[src/rtl/core/swt_pkg.sv]
// ---------------------------------------------------------------------------
// swt_pkg: shared types, codes and byte classifier for the word tokenizer
// Holds the tokenizer state and result record types, the byte and code
// constants, and the per-byte classification used by the decoder.
// ---------------------------------------------------------------------------
`timescale 1ns / 1ps
`default_nettype none

package swt_pkg;

    // Special bytes
    localparam logic [7:0] CH_SPACE  = 8'h20;
    localparam logic [7:0] CH_BSLASH = 8'h5C;
    localparam logic [7:0] CH_SQUOTE = 8'h27;
    localparam logic [7:0] CH_DQUOTE = 8'h22;

    // Quote mode codes
    localparam logic [1:0] QM_NONE   = 2'd0;
    localparam logic [1:0] QM_SINGLE = 2'd1;
    localparam logic [1:0] QM_DOUBLE = 2'd2;

    // Pending escape codes
    localparam logic [1:0] ESC_NONE  = 2'd0;
    localparam logic [1:0] ESC_PLAIN = 2'd1;
    localparam logic [1:0] ESC_DQ    = 2'd2;

    // Result kinds
    localparam logic [1:0] KIND_BYTE = 2'd0;
    localparam logic [1:0] KIND_EOW  = 2'd1;
    localparam logic [1:0] KIND_DONE = 2'd2;

    // Results per input item and result queue depth
    localparam int MAX_RES = 3;
    localparam int Q_DEPTH = 4;

    typedef struct packed {
        logic [1:0] qm;
        logic [1:0] esc;
        logic       has;   // current word holds a byte
        logic       raw;   // no quote byte since the last word
    } t_state;

    localparam t_state ST_RESET = '{qm: QM_NONE, esc: ESC_NONE, has: 1'b0, raw: 1'b1};

    typedef struct packed {
        logic [1:0] kind;
        logic [7:0] ch;
        logic       unq;
        logic       last;
    } t_res;

    typedef struct packed {
        logic   vld;
        t_res   res;
        t_state st;
    } t_plain;

    function automatic t_res mk_res(input logic [1:0] kind, input logic [7:0] ch,
                                    input logic unq);
        t_res r;
        r.kind = kind;
        r.ch   = ch;
        r.unq  = unq;
        r.last = 1'b0;
        return r;
    endfunction

    // Handle one byte with no escape pending.
    function automatic t_plain plain_byte(input logic [7:0] c, input t_state s);
        t_plain     p;
        logic       in_q;
        logic [1:0] mode;
        p.vld  = 1'b0;
        p.res  = mk_res(KIND_BYTE, c, 1'b0);
        p.st   = s;
        in_q   = (s.qm == QM_SINGLE) || (s.qm == QM_DOUBLE);
        mode   = (c == CH_SQUOTE) ? QM_SINGLE : QM_DOUBLE;
        if (c == CH_SPACE) begin
            if (in_q) begin
                p.vld    = 1'b1;
                p.st.has = 1'b1;
            end else if (s.has) begin
                p.vld    = 1'b1;
                p.res    = mk_res(KIND_EOW, 8'd0, s.raw);
                p.st.has = 1'b0;
                p.st.raw = 1'b1;
            end
        end else if (c == CH_BSLASH) begin
            if (s.qm == QM_SINGLE) begin
                p.vld    = 1'b1;
                p.st.has = 1'b1;
            end else if (s.qm == QM_DOUBLE) begin
                p.st.esc = ESC_DQ;
            end else begin
                p.st.esc = ESC_PLAIN;
            end
        end else if ((c == CH_SQUOTE) || (c == CH_DQUOTE)) begin
            p.st.raw = 1'b0;
            if (!in_q) begin
                p.st.qm = mode;
            end else if (s.qm == mode) begin
                p.st.qm = QM_NONE;
            end else begin
                p.vld    = 1'b1;
                p.st.has = 1'b1;
            end
        end else begin
            p.vld    = 1'b1;
            p.st.has = 1'b1;
        end
        return p;
    endfunction

endpackage

`default_nettype wire

[src/rtl/core/swt_decode.sv]
// ---------------------------------------------------------------------------
// swt_decode: per-byte tokenizer decode
// From the current state and one input item, forms up to three results in
// order, marks the final one, and gives the next state.
// ---------------------------------------------------------------------------
`timescale 1ns / 1ps
`default_nettype none

module swt_decode
    import swt_pkg::*;
(
    input  wire t_state     i_state,
    input  wire logic [7:0] i_char,
    input  wire logic       i_line_end,
    output t_res            o_res [MAX_RES],
    output logic [1:0]      o_cnt,
    output t_state          o_next
);

    t_state     s_clr;
    t_state     s_pl;
    t_plain     pl;
    t_res       cand [MAX_RES];
    logic [2:0] cv;
    logic [1:0] cnt;

    always_comb begin
        s_clr     = i_state;
        s_clr.esc = ESC_NONE;
        s_pl      = s_clr;
        // the escaped-out backslash already made the word non-empty
        if (i_state.esc == ESC_DQ) begin
            s_pl.has = 1'b1;
        end
        pl = plain_byte(i_char, s_pl);
    end

    always_comb begin
        cv      = '0;
        cand[0] = mk_res(KIND_BYTE, i_char, 1'b0);
        cand[1] = mk_res(KIND_BYTE, i_char, 1'b0);
        cand[2] = mk_res(KIND_DONE, 8'd0, 1'b0);
        o_next  = s_clr;
        if (i_line_end) begin
            cv[0]   = (i_state.esc == ESC_DQ);
            cand[0] = mk_res(KIND_BYTE, CH_BSLASH, 1'b0);
            cv[1]   = i_state.has || (i_state.esc == ESC_DQ);
            cand[1] = mk_res(KIND_EOW, 8'd0, i_state.raw);
            cv[2]   = 1'b1;
            o_next  = ST_RESET;
        end else if (i_state.esc == ESC_PLAIN) begin
            cv[0]      = 1'b1;
            o_next.has = 1'b1;
        end else if (i_state.esc == ESC_DQ) begin
            cv[0] = 1'b1;
            if ((i_char == CH_DQUOTE) || (i_char == CH_BSLASH)) begin
                o_next.has = 1'b1;
            end else begin
                // keep the backslash, then treat the byte normally
                cand[0] = mk_res(KIND_BYTE, CH_BSLASH, 1'b0);
                cv[1]   = pl.vld;
                cand[1] = pl.res;
                o_next  = pl.st;
            end
        end else begin
            cv[0]   = pl.vld;
            cand[0] = pl.res;
            o_next  = pl.st;
        end
    end

    // Compact valid candidates to the front and flag the final one.
    always_comb begin
        cnt = 2'd0;
        for (int i = 0; i < MAX_RES; i++) begin
            o_res[i] = cand[i];
        end
        for (int i = 0; i < MAX_RES; i++) begin
            if (cv[i]) begin
                o_res[cnt] = cand[i];
                cnt        = cnt + 2'd1;
            end
        end
        if (cnt != 2'd0) begin
            o_res[cnt - 2'd1].last = 1'b1;
        end
        o_cnt = cnt;
    end

endmodule

`default_nettype wire

[src/rtl/core/swt_outq.sv]
// ---------------------------------------------------------------------------
// swt_outq: result queue
// Shift queue of results; takes up to three per cycle, presents the head
// from a register, and drops the head on each output transaction.
// ---------------------------------------------------------------------------
`timescale 1ns / 1ps
`default_nettype none

module swt_outq
    import swt_pkg::*;
(
    input  wire logic       i_clk,
    input  wire logic       i_rst_n,
    input  wire t_res       i_res [MAX_RES],
    input  wire logic [1:0] i_push_n,
    output logic            o_room,
    output logic            o_valid,
    output t_res            o_head,
    input  wire logic       i_pop
);

    t_res       r_q [Q_DEPTH];
    logic [2:0] r_cnt;
    t_res       n_q [Q_DEPTH];
    logic [2:0] n_cnt;
    logic [2:0] keep;
    logic [2:0] rel;
    logic       pop;

    assign o_valid = (r_cnt != 3'd0);
    assign o_head  = r_q[0];
    assign pop     = i_pop && o_valid;
    // room for a full set of results from one item
    assign o_room  = (r_cnt <= 3'(Q_DEPTH - MAX_RES));
    assign keep    = r_cnt - {2'd0, pop};
    assign n_cnt   = keep + {1'b0, i_push_n};

    always_comb begin
        for (int i = 0; i < Q_DEPTH; i++) begin
            rel = 3'(i) - keep;
            if (pop && (i < Q_DEPTH - 1)) begin
                n_q[i] = r_q[(i + 1) % Q_DEPTH];
            end else begin
                n_q[i] = r_q[i];
            end
            if ((3'(i) >= keep) && (rel < {1'b0, i_push_n})) begin
                n_q[i] = i_res[rel[1:0]];
            end
        end
    end

    always_ff @(posedge i_clk) begin
        if (!i_rst_n) begin
            r_cnt <= 3'd0;
        end else begin
            r_cnt <= n_cnt;
        end
    end

    always_ff @(posedge i_clk) begin
        r_q <= n_q;
    end

    a_cnt_range: assert property (@(posedge i_clk) disable iff (!i_rst_n)
        r_cnt <= 3'(Q_DEPTH))
        else $error("result queue count out of range");

    a_no_overflow: assert property (@(posedge i_clk) disable iff (!i_rst_n)
        (i_push_n != 2'd0) |-> (n_cnt <= 3'(Q_DEPTH)))
        else $error("result queue overflow");

    a_pop_shrinks: assert property (@(posedge i_clk) disable iff (!i_rst_n)
        (pop && (i_push_n == 2'd0)) |=> (r_cnt == $past(r_cnt) - 3'd1))
        else $error("result queue pop lost");

endmodule

`default_nettype wire

[src/rtl/core/shell_word_tokenizer_top.sv]
// ---------------------------------------------------------------------------
// shell_word_tokenizer_top: shell-style word splitter for a byte stream
// Splits a command line into words, honoring single quotes, double quotes
// and backslash escapes, and emits word bytes, word ends and line ends.
// ---------------------------------------------------------------------------
// Usage:
//   Slave channel: one transaction per command-line byte in tdata; tlast
//   marks the line-end item (tdata ignored), which closes the pending word,
//   answers "line done" and returns the tokenizer to its reset state.
//   Master channel: one transaction per result. tuser gives the kind
//   (word byte, end of word, line done); tdata carries the byte and, on an
//   end of word, a flag that no quote appeared since the previous word;
//   tlast marks the final result caused by an input item.
//   Each item yields zero to three results. The decode runs in the cycle
//   of the input transaction and writes results into a four-entry queue;
//   results are registered there before they appear on the master channel.
//   Throughput: one item per cycle while each item yields at most one
//   result and the receiver keeps up; s_axis_tready drops while more than
//   one result waits in the queue, so an item with two or three results
//   holds off the next item until the queue drains.
//   Reset (i_rst_n low, synchronous) empties the queue and clears the
//   tokenizer state. When the receiver stalls, the head result holds and
//   input stops once the queue cannot take a full set of results.
// ---------------------------------------------------------------------------
`timescale 1ns / 1ps
`default_nettype none

module shell_word_tokenizer_top
    import swt_pkg::*;
(
    input  wire logic        i_clk,
    input  wire logic        i_rst_n,
    // slave channel
    input  wire logic        i_s_axis_tvalid,
    output logic             o_s_axis_tready,
    input  wire logic [7:0]  i_s_axis_tdata,   // [7:0] char_code
    input  wire logic        i_s_axis_tlast,   // line_end
    // master channel
    output logic             o_m_axis_tvalid,
    input  wire logic        i_m_axis_tready,
    output logic [15:0]      o_m_axis_tdata,   // [7:0] out_char, [8] word_unquoted, zero pad
    output logic [1:0]       o_m_axis_tuser,   // [1:0] kind
    output logic             o_m_axis_tlast    // last result of the item
);

    t_state     r_st;
    t_state     n_st;
    t_res       dec_res [MAX_RES];
    logic [1:0] dec_cnt;
    logic [1:0] push_n;
    logic       accept;
    logic       room;
    t_res       head;

    // Accept an item only when the queue can hold everything it may yield.
    assign o_s_axis_tready = room;
    assign accept          = i_s_axis_tvalid && room;
    assign push_n          = accept ? dec_cnt : 2'd0;

    swt_decode u_decode (
        .i_state    (r_st),
        .i_char     (i_s_axis_tdata),
        .i_line_end (i_s_axis_tlast),
        .o_res      (dec_res),
        .o_cnt      (dec_cnt),
        .o_next     (n_st)
    );

    // Advance the tokenizer state on each input transaction.
    always_ff @(posedge i_clk) begin
        if (!i_rst_n) begin
            r_st <= ST_RESET;
        end else if (accept) begin
            r_st <= n_st;
        end
    end

    swt_outq u_outq (
        .i_clk    (i_clk),
        .i_rst_n  (i_rst_n),
        .i_res    (dec_res),
        .i_push_n (push_n),
        .o_room   (room),
        .o_valid  (o_m_axis_tvalid),
        .o_head   (head),
        .i_pop    (i_m_axis_tready)
    );

    assign o_m_axis_tdata = {7'd0, head.unq, head.ch};
    assign o_m_axis_tuser = head.kind;
    assign o_m_axis_tlast = head.last;

    a_line_end_resets: assert property (@(posedge i_clk) disable iff (!i_rst_n)
        (accept && i_s_axis_tlast) |=> (r_st == ST_RESET))
        else $error("line end did not reset tokenizer state");

    a_item_yields_last: assert property (@(posedge i_clk) disable iff (!i_rst_n)
        (accept && i_s_axis_tlast) |-> (dec_cnt != 2'd0))
        else $error("line end produced no result");

    a_hold_stalled: assert property (@(posedge i_clk) disable iff (!i_rst_n)
        (o_m_axis_tvalid && !i_m_axis_tready) |=>
            (o_m_axis_tvalid && $stable(o_m_axis_tdata) && $stable(o_m_axis_tuser)
             && $stable(o_m_axis_tlast)))
        else $error("stalled result changed");

endmodule

`default_nettype wire
[config.mk]
export PLATFORM = sky130hd
export DESIGN_NAME = shell_word_tokenizer_top
export DESIGN_NICKNAME = d
export VERILOG_FILES = /design/src/rtl/core/swt_pkg.sv /design/src/rtl/core/swt_decode.sv /design/src/rtl/core/swt_outq.sv /design/src/rtl/core/shell_word_tokenizer_top.sv
export SDC_FILE = /design/constraint.sdc
export NUM_CORES = 1
export LEC_CHECK = 0
export BUFFER_PORTS_ARGS = -buffer_cell sky130_fd_sc_hd__buf_2
export CAP_MARGIN = 15
export CORE_ASPECT_RATIO = 0.5
export CORE_MARGIN = 1
export CORE_UTILIZATION = 43
export DETAILED_ROUTE_END_ITERATION = 7
export MAX_ROUTING_LAYER = met4
export PLACE_DENSITY_LB_ADDON = 0.2
export SETUP_SLACK_MARGIN = 0.05
export SLEW_MARGIN = 20
export SYNTH_ARGS = -nofsm -noshare
export SYNTH_HDL_FRONTEND = slang
export SYNTH_HIERARCHICAL = 1
export SYNTH_SLANG_ARGS = --single-unit
[constraint.sdc]
create_clock -name i_clk -period 8 [get_ports i_clk]
set_input_delay 0.8 -clock i_clk [delete_from_list [all_inputs] [get_ports i_clk]]
set_output_delay 0.8 -clock i_clk [all_outputs]
set_load 0.1 [all_outputs]
==> key figures, run 1 <==
Routing
  – Drc violations: 0
  – WL met1: 5140 um
  – Mean number of vias per cell: 5.25
  – Drt total wl: 9160 um
  – DR WL met2: approximately 3400 um
  – Via count: 2,970
  – Antenna viol nets, final: 0
  – Pre-antenna DRT Iters: 4
  – WL met3: 498 um
  – DR iter-0 viols: 185
  – WL/cell: 16.2 um
  – Uppermost routed layer: met4

Worst setup path
  – Crit path arrival time: 5010 ps
  – WP data required: 7970 ps
  – CP Cell Sequence: or3_1 -> nand2_1 -> inv_1 -> ha_1 -> ha_2 -> buf_4 -> inv_1 -> ha_1 -> inv_1 -> ha_1 -> a2111o_1 -> nand2_1
  – Crit-path max cell delay: 720 ps
  – Worst setup EP type: flop
  – Crit path max fanout: 54
  – CP Class: reg2reg
  – Slowest CP cell: ha_1
  – Critical path launch point type: flop

Timing
  – RSZ-0062 raised after global routing: no
  – Final min period: 5040 ps
  – Hold Fails Final Rpt: 0
  – Relative slew margins: 0.287
  – Max frequency: 0.198 GHz
  – WHS: 490 ps
  – Clock Skew: around 5 ps
  – Actual slew at the worst max-slew pin: 1070 ps
  – Setup violators final: 0
  – Fin Setup TNS: 0 ps
  – Fin crit share: 0.630
  – Max-slew violations: 0

Clocking
  – CTS tree: yes
  – Deepest clock path buffer count: 2
  – CTS sink cnt: 57
  – Clock Latency Late Sink: 330 ps
  – Setup bufs post-CTS: 0
  – CTS Buf Count: 9
  – Clock slew at reported path FFs: around 50 ps
  – Post-cts sizing count: 0
  – CTS Hold Bufs: 0
  – Clock tree root buffer cell: clkbuf_16
  – CTS HTree Levels: 3

Cells and area
  – Layout cells sized above 1: 0.239
  – Fillers: 881
  – Post-Layout Cell Count: between 500 and 600
  – Area delta synth->final: 7.70%
  – Nets: between 400 and 500
  – ANT cells: 0

GRT
  – Maximum number of pins on one net before global-route repair: 55
  – Congestion Overflow GR: 0
  – Vias in the first global route: approximately 2,600
  – Global-route wire length before repair: 14,300 um
  – Initial antenna violation count: 0
  – GRT Total Usage: 0.196

Run status
  – Outcome: complete, no violations

Yosys
  – Asr flop ratio synth: 0
  – Post-synth EDFFs: 48
  – Dominant cell type by area after synthesis: edfxtp_1
  – Synth Flop Type: edfxtp_1
  – Ys Warns: 6
  – Cell count after synthesis: 427
  – Syn Area/Cell: about 10 um^2
  – Top cells by area, synth: edfxtp_1 34%, mux2_2 11%, buf_4 5.3%
  – Sequential cell area fraction in the yosys report: 0.379
  – Synthesized area: 4270 um^2
  – Synth Register Bits: 57
  – Most frequent cell after synthesis: edfxtp_1
  – Top cells by count, synth: 48 x edfxtp_1, 40 x mux2_2, 35 x o21ai_0
  – Post-synthesis cell type count: 59
  – Post-synth top area share: 0.337

Placed design
  – Cells after DPL: 550
  – GPL Wtd Cong: approximately 0.86
  – Port bufs: 26
  – DP HPWL: 6600 um

Floorplanning
  – Core Footprint: 9540 um^2
  – Initial Util: 0.448
  – Die height: around 72 um
  – # rows: 25
  – Die width: 143 um
  – Die area: 10,400 um^2
  – # IOs: 34

Job
  – Max-cap violation count: 0

Hold path
  – Min-delay worst type: reg2reg
kinds of logic (layout without fill, tap and decap cells):
| family | Yosys count | count (layout) | share of synthesized area |
|---|---|---|---|
| xor+xnor | 5 | 5 | 0.0120 |
| compound gates | 79 | 79 | 0.113 |
| mux | 70 | 70 | 0.186 |
| fa+ha+maj | 16 | 16 | 0.0486 |
| flops | 57 | 57 | 0.379 |
| other cells | 3 | 18 | 0.00263 |
| buf+inv | 73 | 62 | 0.0998 |
| simple gates | 124 | 124 | 0.158 |
critical path: cells and delay by family, from the launching register on:
family	cells	cell delay, ps
adder cells (fa/ha/maj)	4	1510
AND/OR/NAND/NOR	3	1090
buffers and inverters	4	1000
AO/OA/AOI/OAI	1	710
flip-flops	1	340
placed cells by master, fill, tap and decap left out, types with 3 or more instances in the layout:
| master | n |
|---|---|
| a211oi_1 | 3 |
| a21oi_1 | 13 |
| and2_1 | 13 |
| buf_2 | 26 |
| buf_4 | 3 |
| clkbuf_16 | 9 |
| conb_1 | 18 |
| dfxtp_1 | 9 |
| edfxtp_1 | 48 |
| ha_1 | 14 |
| inv_1 | 16 |
| mux2_2 | 40 |
| mux2_4 | 9 |
| mux2i_1 | 20 |
| nand2_1 | 31 |
| nand2b_1 | 3 |
| nand3_1 | 23 |
| nand4_1 | 6 |
| nor2_1 | 17 |
| nor2b_1 | 11 |
| nor3_1 | 3 |
| nor4_1 | 3 |
| o21a_1 | 6 |
| o21ai_0 | 35 |
| o21ai_1 | 5 |
| xnor2_1 | 4 |
state kept, by name, indices dropped and copies added (netlist names):
| register | count |
|---|---|
| u_outq/r_cnt | 3 |
| u_outq/o_head | 12 |
| u_outq/r_q | 36 |
| r_st | 6 |
per-layer routing:
layer	up-vias	track usage
li1	1488	-
met1	1381	0.301
met2	92	0.242
met5	-	-
met3	9	0.0462
met4	0	0.0645
per-stage QoR:
stage,instance area [um^2],worst slack [ps],util
floorplan,4330,2940,-
global placement,4290,2800,0.450
detailed placement,4290,2760,0.450
CTS,4600,2910,0.482
global route,4600,2580,0.482
finish,4600,2960,0.482
path summary, 6_finish.rpt:
check / start / end / slack (ps) / depth (start not counted)
min reg2reg: r_st[3]$_SDFFE_PN0P_ / r_st[3]$_SDFFE_PN0P_ / 490 / 2
min: r_st[3]$_SDFFE_PN0P_ / r_st[3]$_SDFFE_PN0P_ / 490 / 2
max reg2reg: u_outq/r_cnt[2]$_SDFF_PN0_ / u_outq/o_head[2]$_DFFE_PP_ / 2960 / 12
max: u_outq/r_cnt[2]$_SDFF_PN0_ / u_outq/o_head[2]$_DFFE_PP_ / 2960 / 12
cell type report:
type                    count  area (um^2)  area share
clock buffers              10          229      0.0497
clock inverters             6         82.6      0.0179
inverters                  17         63.8      0.0139
multi-input cells         312         2280       0.496
flip-flops and latches     57         1620       0.352
well taps                 135          169      0.0367
repair buffers             29          153      0.0332
Power of run 1 is not shown: default switching activity piles up to over one toggle a cycle in this logic, so the estimate is an artifact.
==> run 2: changes to the inputs <==
==> constraint.sdc (replaced) <==
create_clock -name i_clk -period 4.25 [get_ports i_clk]
set_input_delay 0.425 -clock i_clk [delete_from_list [all_inputs] [get_ports i_clk]]
set_output_delay 0.425 -clock i_clk [all_outputs]
set_load 0.1 [all_outputs]
==> key figures, run 2 (same netlist as run 1, synthesis figures left out) <==
Run status
  – Outcome: complete, no violations

Clocking
  – Clock Latency Late Sink: 330 ps (about the same)
  – Clock slew at reported path FFs: 50 ps (about the same)
  – CTS HTree Levels: 3 (unchanged)
  – CTS Hold Bufs: 0 (unchanged)
  – CTS sink cnt: 57 (unchanged)
  – Deepest clock path buffer count: 2 (unchanged)
  – Clock tree root buffer cell: clkbuf_16
  – CTS Buf Count: 9 (unchanged)
  – CTS tree: yes

Routing
  – DR iter-0 viols: 177 (-4.3%)
  – Pre-antenna DRT Iters: 4 (unchanged)
  – Antenna viol nets, final: 0 (unchanged)
  – Via count: 2,986 (+0.54%)
  – WL/cell: 16.3 um (+1.0%)
  – Mean number of vias per cell: 5.18 (-1.2%)
  – Drc violations: 0 (unchanged)
  – Drt total wl: 9420 um (+2.8%)

Worst setup path
  – Crit-path leading delay family: compound AO/OA/AOI/OAI gates
  – Crit path arrival time: 4060 ps (-950 ps)
  – Critical path launch point type: flop
  – CP Class: reg2reg
  – Worst r2r src: r_st[4]$_SDFFE_PN0P_
  – Crit path from: r_st[4]$_SDFFE_PN0P_
  – Crit path max fanout: 13 (-76%)
  – CP Cell Sequence: inv_1 -> ha_1 -> a211oi_1 -> o22ai_1 -> o21a_1 -> o21a_1 -> ha_1 -> nor2_1 -> a21oi_1 -> inv_1 -> and3_1 -> inv_1 -> ha_1 -> a2111o_1 -> buf_4 -> mux2_4
  – Worst setup EP type: flop
  – WP data required: 4330 ps (-3640 ps)
  – Crit-path max cell delay: 410 ps (-310 ps)
  – Slowest CP cell: a2111o_1
  – Buffers & Inverters on Critical Path: 4 (unchanged)

Floorplanning
  – Core Footprint: 9540 um^2 (unchanged)
  – Die height: 72.5 um (unchanged)
  – # IOs: 34 (unchanged)
  – Die area: 10,400 um^2 (unchanged)
  – Die width: 143 um (unchanged)
  – # rows: 25 (unchanged)
  – Initial Util: 0.448 (unchanged)

Timing
  – Actual slew at the worst max-slew pin: 685 ps (-381 ps)
  – Max-slew violations: 0 (unchanged)
  – Final min period: 3980 ps (-1060 ps)
  – Relative slew margins: 0.540 (+0.252)
  – Fin crit share: 0.936 (+0.306)
  – RSZ-0062 raised after global routing: no
  – Max frequency: 0.251 GHz (+27%)
  – Setup violators final: 0 (unchanged)
  – Fin Setup TNS: 0 ps (unchanged)
  – Clock Skew: 6.83 ps (+1.85 ps)
  – Hold Fails Final Rpt: 0 (unchanged)

Job
  – Max-cap violation count: 0 (unchanged)

Cells and area
  – Most common cell after layout, fill and taps aside: edfxtp_1
  – Largest Register: u_outq/r_q
  – Most frequent cells in the layout: 48 x edfxtp_1, 40 x mux2_2, 35 x o21ai_0
  – Nets: 466 (+2.4%)
  – Layout cells sized above 1: 0.265 (+0.0263)
  – Area delta synth->final: 8.75%
  – ANT cells: 0 (unchanged)
  – Max reg flops: 36 (unchanged)

GRT
  – GRT Total Usage: 0.202 (+0.00626)
  – Maximum number of pins on one net before global-route repair: 44 (-20%)
  – Initial antenna violation count: 0 (unchanged)
  – Congestion Overflow GR: 0 (unchanged)
  – Vias in the first global route: 2,818 (+9.9%)
  – Global-route wire length before repair: 14,900 um (+4.0%)

Placed design
  – DP HPWL: 6740 um (+2.2%)
  – GPL Wtd Cong: 0.785 (-9.2%)
  – Port bufs: 26 (unchanged)

Hold path
  – Min-delay worst type: in2reg
  – Hold_sp: i_rst_n
run 2: cell count changes in the layout (fill, tap and decap cells not counted):
cell	delta
buf_4	+11
bufinv_16	-2
clkbuf_1	-1
clkinv_1	-1
clkinv_2	+2
clkinvlp_4	+1
nand2_1	-1
nand2_4	+1
or3_1	-1
or3_4	+1
run 2: repair_timing:
| action | 4_1_cts | 5_1_grt |
|---|---|---|
| resized for setup | 0 | 1 |
| buffers inserted | 0 | 0 |
| setup endpoints to repair | 0 | 12 |
run 2: path summary, 6_finish.rpt:
| kind | cells past startpoint | end | slack [ps] |
|---|---|---|---|
| max | 16 | u_outq/o_head[3]$_DFFE_PP_ | 270 |
| min | 2 | r_st[0]$_SDFFE_PN1P_ | 380 |
| max reg2reg | 16 | u_outq/o_head[3]$_DFFE_PP_ | 270 |
| min reg2reg | 2 | r_st[2]$_SDFFE_PN0P_ | 490 |
run 2: metrics by stage:
| stage | cells | setup slack, ps | utilization | hold slack (ps) | instance area, um^2 |
|---|---|---|---|---|---|
| after detailed placement | 561 | 174 | 0.459 | 479 | 4380 |
| after CTS | 576 | 247 | 0.487 | 374 | 4640 |
| after global placement | 561 | 311 | 0.459 | 475 | 4380 |
| after global routing | 576 | 71.0 | 0.487 | 396 | 4650 |
| after floorplan | 442 | 58.2 | - | 458 | 4350 |
| final | 576 | 272 | 0.487 | 383 | 4650 |
run 2: final cells by class:
class | count | area [um^2]
fillers | 898 | 4890
well taps | 135 | 169
multi-input cells | 312 | 2300
clock buffers | 9 | 225
repair buffers | 40 | 235
inverters | 17 | 63.8
clock inverters | 6 | 36.3
flip-flops and latches | 57 | 1620
run 2: per-layer routing:
metal	up-vias	wire length, um	global-route usage
met5	-	0	-
met4	0	67	0.0502
met3	7	461	0.0561
met2	68	3830	0.275
met1	1397	5060	0.292
li1	1514	-	-
Power of run 2 is left out for the same reason.
==> run 3: changes to the inputs <==
--- a/config.mk
+++ b/config.mk
@@ -11,7 +11,6 @@
 export CORE_MARGIN = 1
 export CORE_UTILIZATION = 43
 export DETAILED_ROUTE_END_ITERATION = 7
-export MAX_ROUTING_LAYER = met4
 export PLACE_DENSITY_LB_ADDON = 0.2
 export SETUP_SLACK_MARGIN = 0.05
 export SLEW_MARGIN = 20
==> constraint.sdc (replaced) <==
create_clock -name i_clk -period 4.25 [get_ports i_clk]
set_input_delay 0.2125 -clock i_clk [delete_from_list [all_inputs] [get_ports i_clk]]
set_output_delay 0.2125 -clock i_clk [all_outputs]
set_load 0.1 [all_outputs]
==> key figures, run 3 (same netlist as run 1, synthesis figures left out) <==
Cells and area
  – Most common cell after layout, fill and taps aside: edfxtp_1
  – Max reg flops: 36 (unchanged)
  – ANT cells: 0 (unchanged)
  – Layout cells sized above 1: 0.261 (-0.00394)
  – Largest Register: u_outq/r_q
  – Nets: 464 (-0.43%)
  – Area delta synth->final: 9.60%
  – Fillers: 917 (+2.1%)
  – Most frequent cells in the layout: 48 x edfxtp_1, 40 x mux2_2, 35 x o21ai_0

Timing
  – Fin Setup TNS: 0 ps (unchanged)
  – Setup violators final: 0 (unchanged)
  – Final min period: 3980 ps (+6.09 ps)
  – Relative slew margins: 0.556 (+0.0165)
  – Max-slew violations: 0 (unchanged)
  – Fin crit share: 0.937 (+0.00143)
  – Clock Skew: 5.74 ps (-1.10 ps)
  – Max frequency: 0.251 GHz (-0.15%)
  – RSZ-0062 raised after global routing: no
  – Hold Fails Final Rpt: 0 (unchanged)
  – Actual slew at the worst max-slew pin: 663 ps (-21.3 ps)

Routing
  – Mean number of vias per cell: 5.19 (+0.11%)
  – Via count: 2,984 (-0.067%)
  – DR iter-0 viols: 199 (+12%)
  – Pre-antenna DRT Iters: 4 (unchanged)
  – Drc violations: 0 (unchanged)
  – WL/cell: 15.9 um (-2.8%)
  – Antenna viol nets, final: 0 (unchanged)
  – Drt total wl: 9140 um (-2.9%)

GRT
  – GRT Total Usage: 0.194 (-0.00855)
  – Maximum number of pins on one net before global-route repair: 54 (+23%)
  – Initial antenna violation count: 0 (unchanged)
  – Congestion Overflow GR: 0 (unchanged)
  – Global-route wire length before repair: 14,900 um (about the same)
  – Vias in the first global route: 2,798 (-0.71%)

Run status
  – Outcome: complete, no violations

Floorplanning
  – # rows: 25 (unchanged)
  – Die height: 72.5 um (unchanged)
  – # IOs: 34 (unchanged)
  – Die area: 10,400 um^2 (unchanged)
  – Die width: 143 um (unchanged)
  – Initial Util: 0.448 (unchanged)
  – Core Footprint: 9540 um^2 (unchanged)

Job
  – Max-cap violation count: 0 (unchanged)

Clocking
  – CTS Buf Count: 9 (unchanged)
  – Clock tree root buffer cell: clkbuf_16
  – Clock Latency Late Sink: 320 ps (about the same)
  – CTS HTree Levels: 3 (unchanged)
  – CTS tree: yes
  – Clock slew at reported path FFs: 50 ps (about the same)
  – Deepest clock path buffer count: 2 (unchanged)
  – CTS Hold Bufs: 0 (unchanged)
  – CTS sink cnt: 57 (unchanged)

Hold path
  – Min-delay worst type: in2reg

Worst setup path
  – Worst setup EP type: flop
  – WP data required: 4320 ps (about the same)
  – Crit path arrival time: 4050 ps (about the same)
  – Critical path launch point type: flop
  – CP Class: reg2reg
  – Crit path max fanout: 13 (unchanged)

Placed design
  – DP HPWL: 6530 um (-3.2%)
  – GPL Wtd Cong: 0.807 (+2.8%)
  – Port bufs: 26 (unchanged)
[run 3: cell types whose count changed in the layout (fill, tap and decap cells not counted), sizes merged]
cell	previous run	this run
bufinv	0	2
buf	40	38
clkbuf	9	10
clkinv	5	4
clkinvlp	1	0
[run 3: stage by stage]
step | hold WS (ps) | cell area [um^2] | utilization | cells | setup slack (ps)
detailed placement | 478 | 4370 | 0.458 | 559 | 245
global placement | 474 | 4370 | 0.458 | 559 | 355
global route | 193 | 4680 | 0.491 | 575 | 57.1
floorplan | 334 | 4350 | - | 442 | 58.2
CTS | 171 | 4680 | 0.490 | 575 | 207
finish | 179 | 4680 | 0.491 | 575 | 266
[run 3: final timing paths]
path | cells past startpoint | start | slack [ps] | endpoint
setup / recovery | 16 | r_st[4]$_SDFFE_PN0P_ | 270 | u_outq/o_head[5]$_DFFE_PP_
setup reg to reg | 16 | r_st[4]$_SDFFE_PN0P_ | 270 | u_outq/o_head[5]$_DFFE_PP_
hold reg to reg | 2 | r_st[2]$_SDFFE_PN0P_ | 480 | r_st[2]$_SDFFE_PN0P_
hold / removal | 2 | i_rst_n | 180 | r_st[0]$_SDFFE_PN1P_
[run 3: critical path, stage by stage, from the launching register on]
cell	delay, ps
dfxtp_2	380
inv_1	60
ha_1	350
a211oi_1	230
o22ai_1	140
o21a_1	220
o21a_1	170
ha_1	220
nor2_1	140
a21oi_1	100
inv_1	80
and3_1	250
inv_1	120
ha_1	300
a2111o_1	420
buf_4	220
mux2_4	320
[run 3: routing by layer]
metal	wire length, um	up-vias	GRT usage
met5	0	-	0
met4	19	0	0.0502
met3	438	2	0.0455
met2	3610	71	0.265
met1	5070	1397	0.299
li1	-	1514	-
[run 3: final cells by class]
| class | instances | area, um^2 | area share |
|---|---|---|---|
| multi-input combinational | 312 | 2300 | 0.490 |
| sequential | 57 | 1620 | 0.346 |
| clock buffer | 10 | 229 | 0.0489 |
| timing repair buffer | 38 | 220 | 0.0470 |
| tap | 135 | 169 | 0.0361 |
| clock inverter | 6 | 82.6 | 0.0176 |
| inverter | 17 | 63.8 | 0.0136 |
[run 3: timing repair]
action | in CTS | in global routing
endpoints found under the setup margin | 0 | 24
buffers inserted | 0 | 0
gates resized for setup | 0 | 2
Power of run 3 is left out for the same reason.
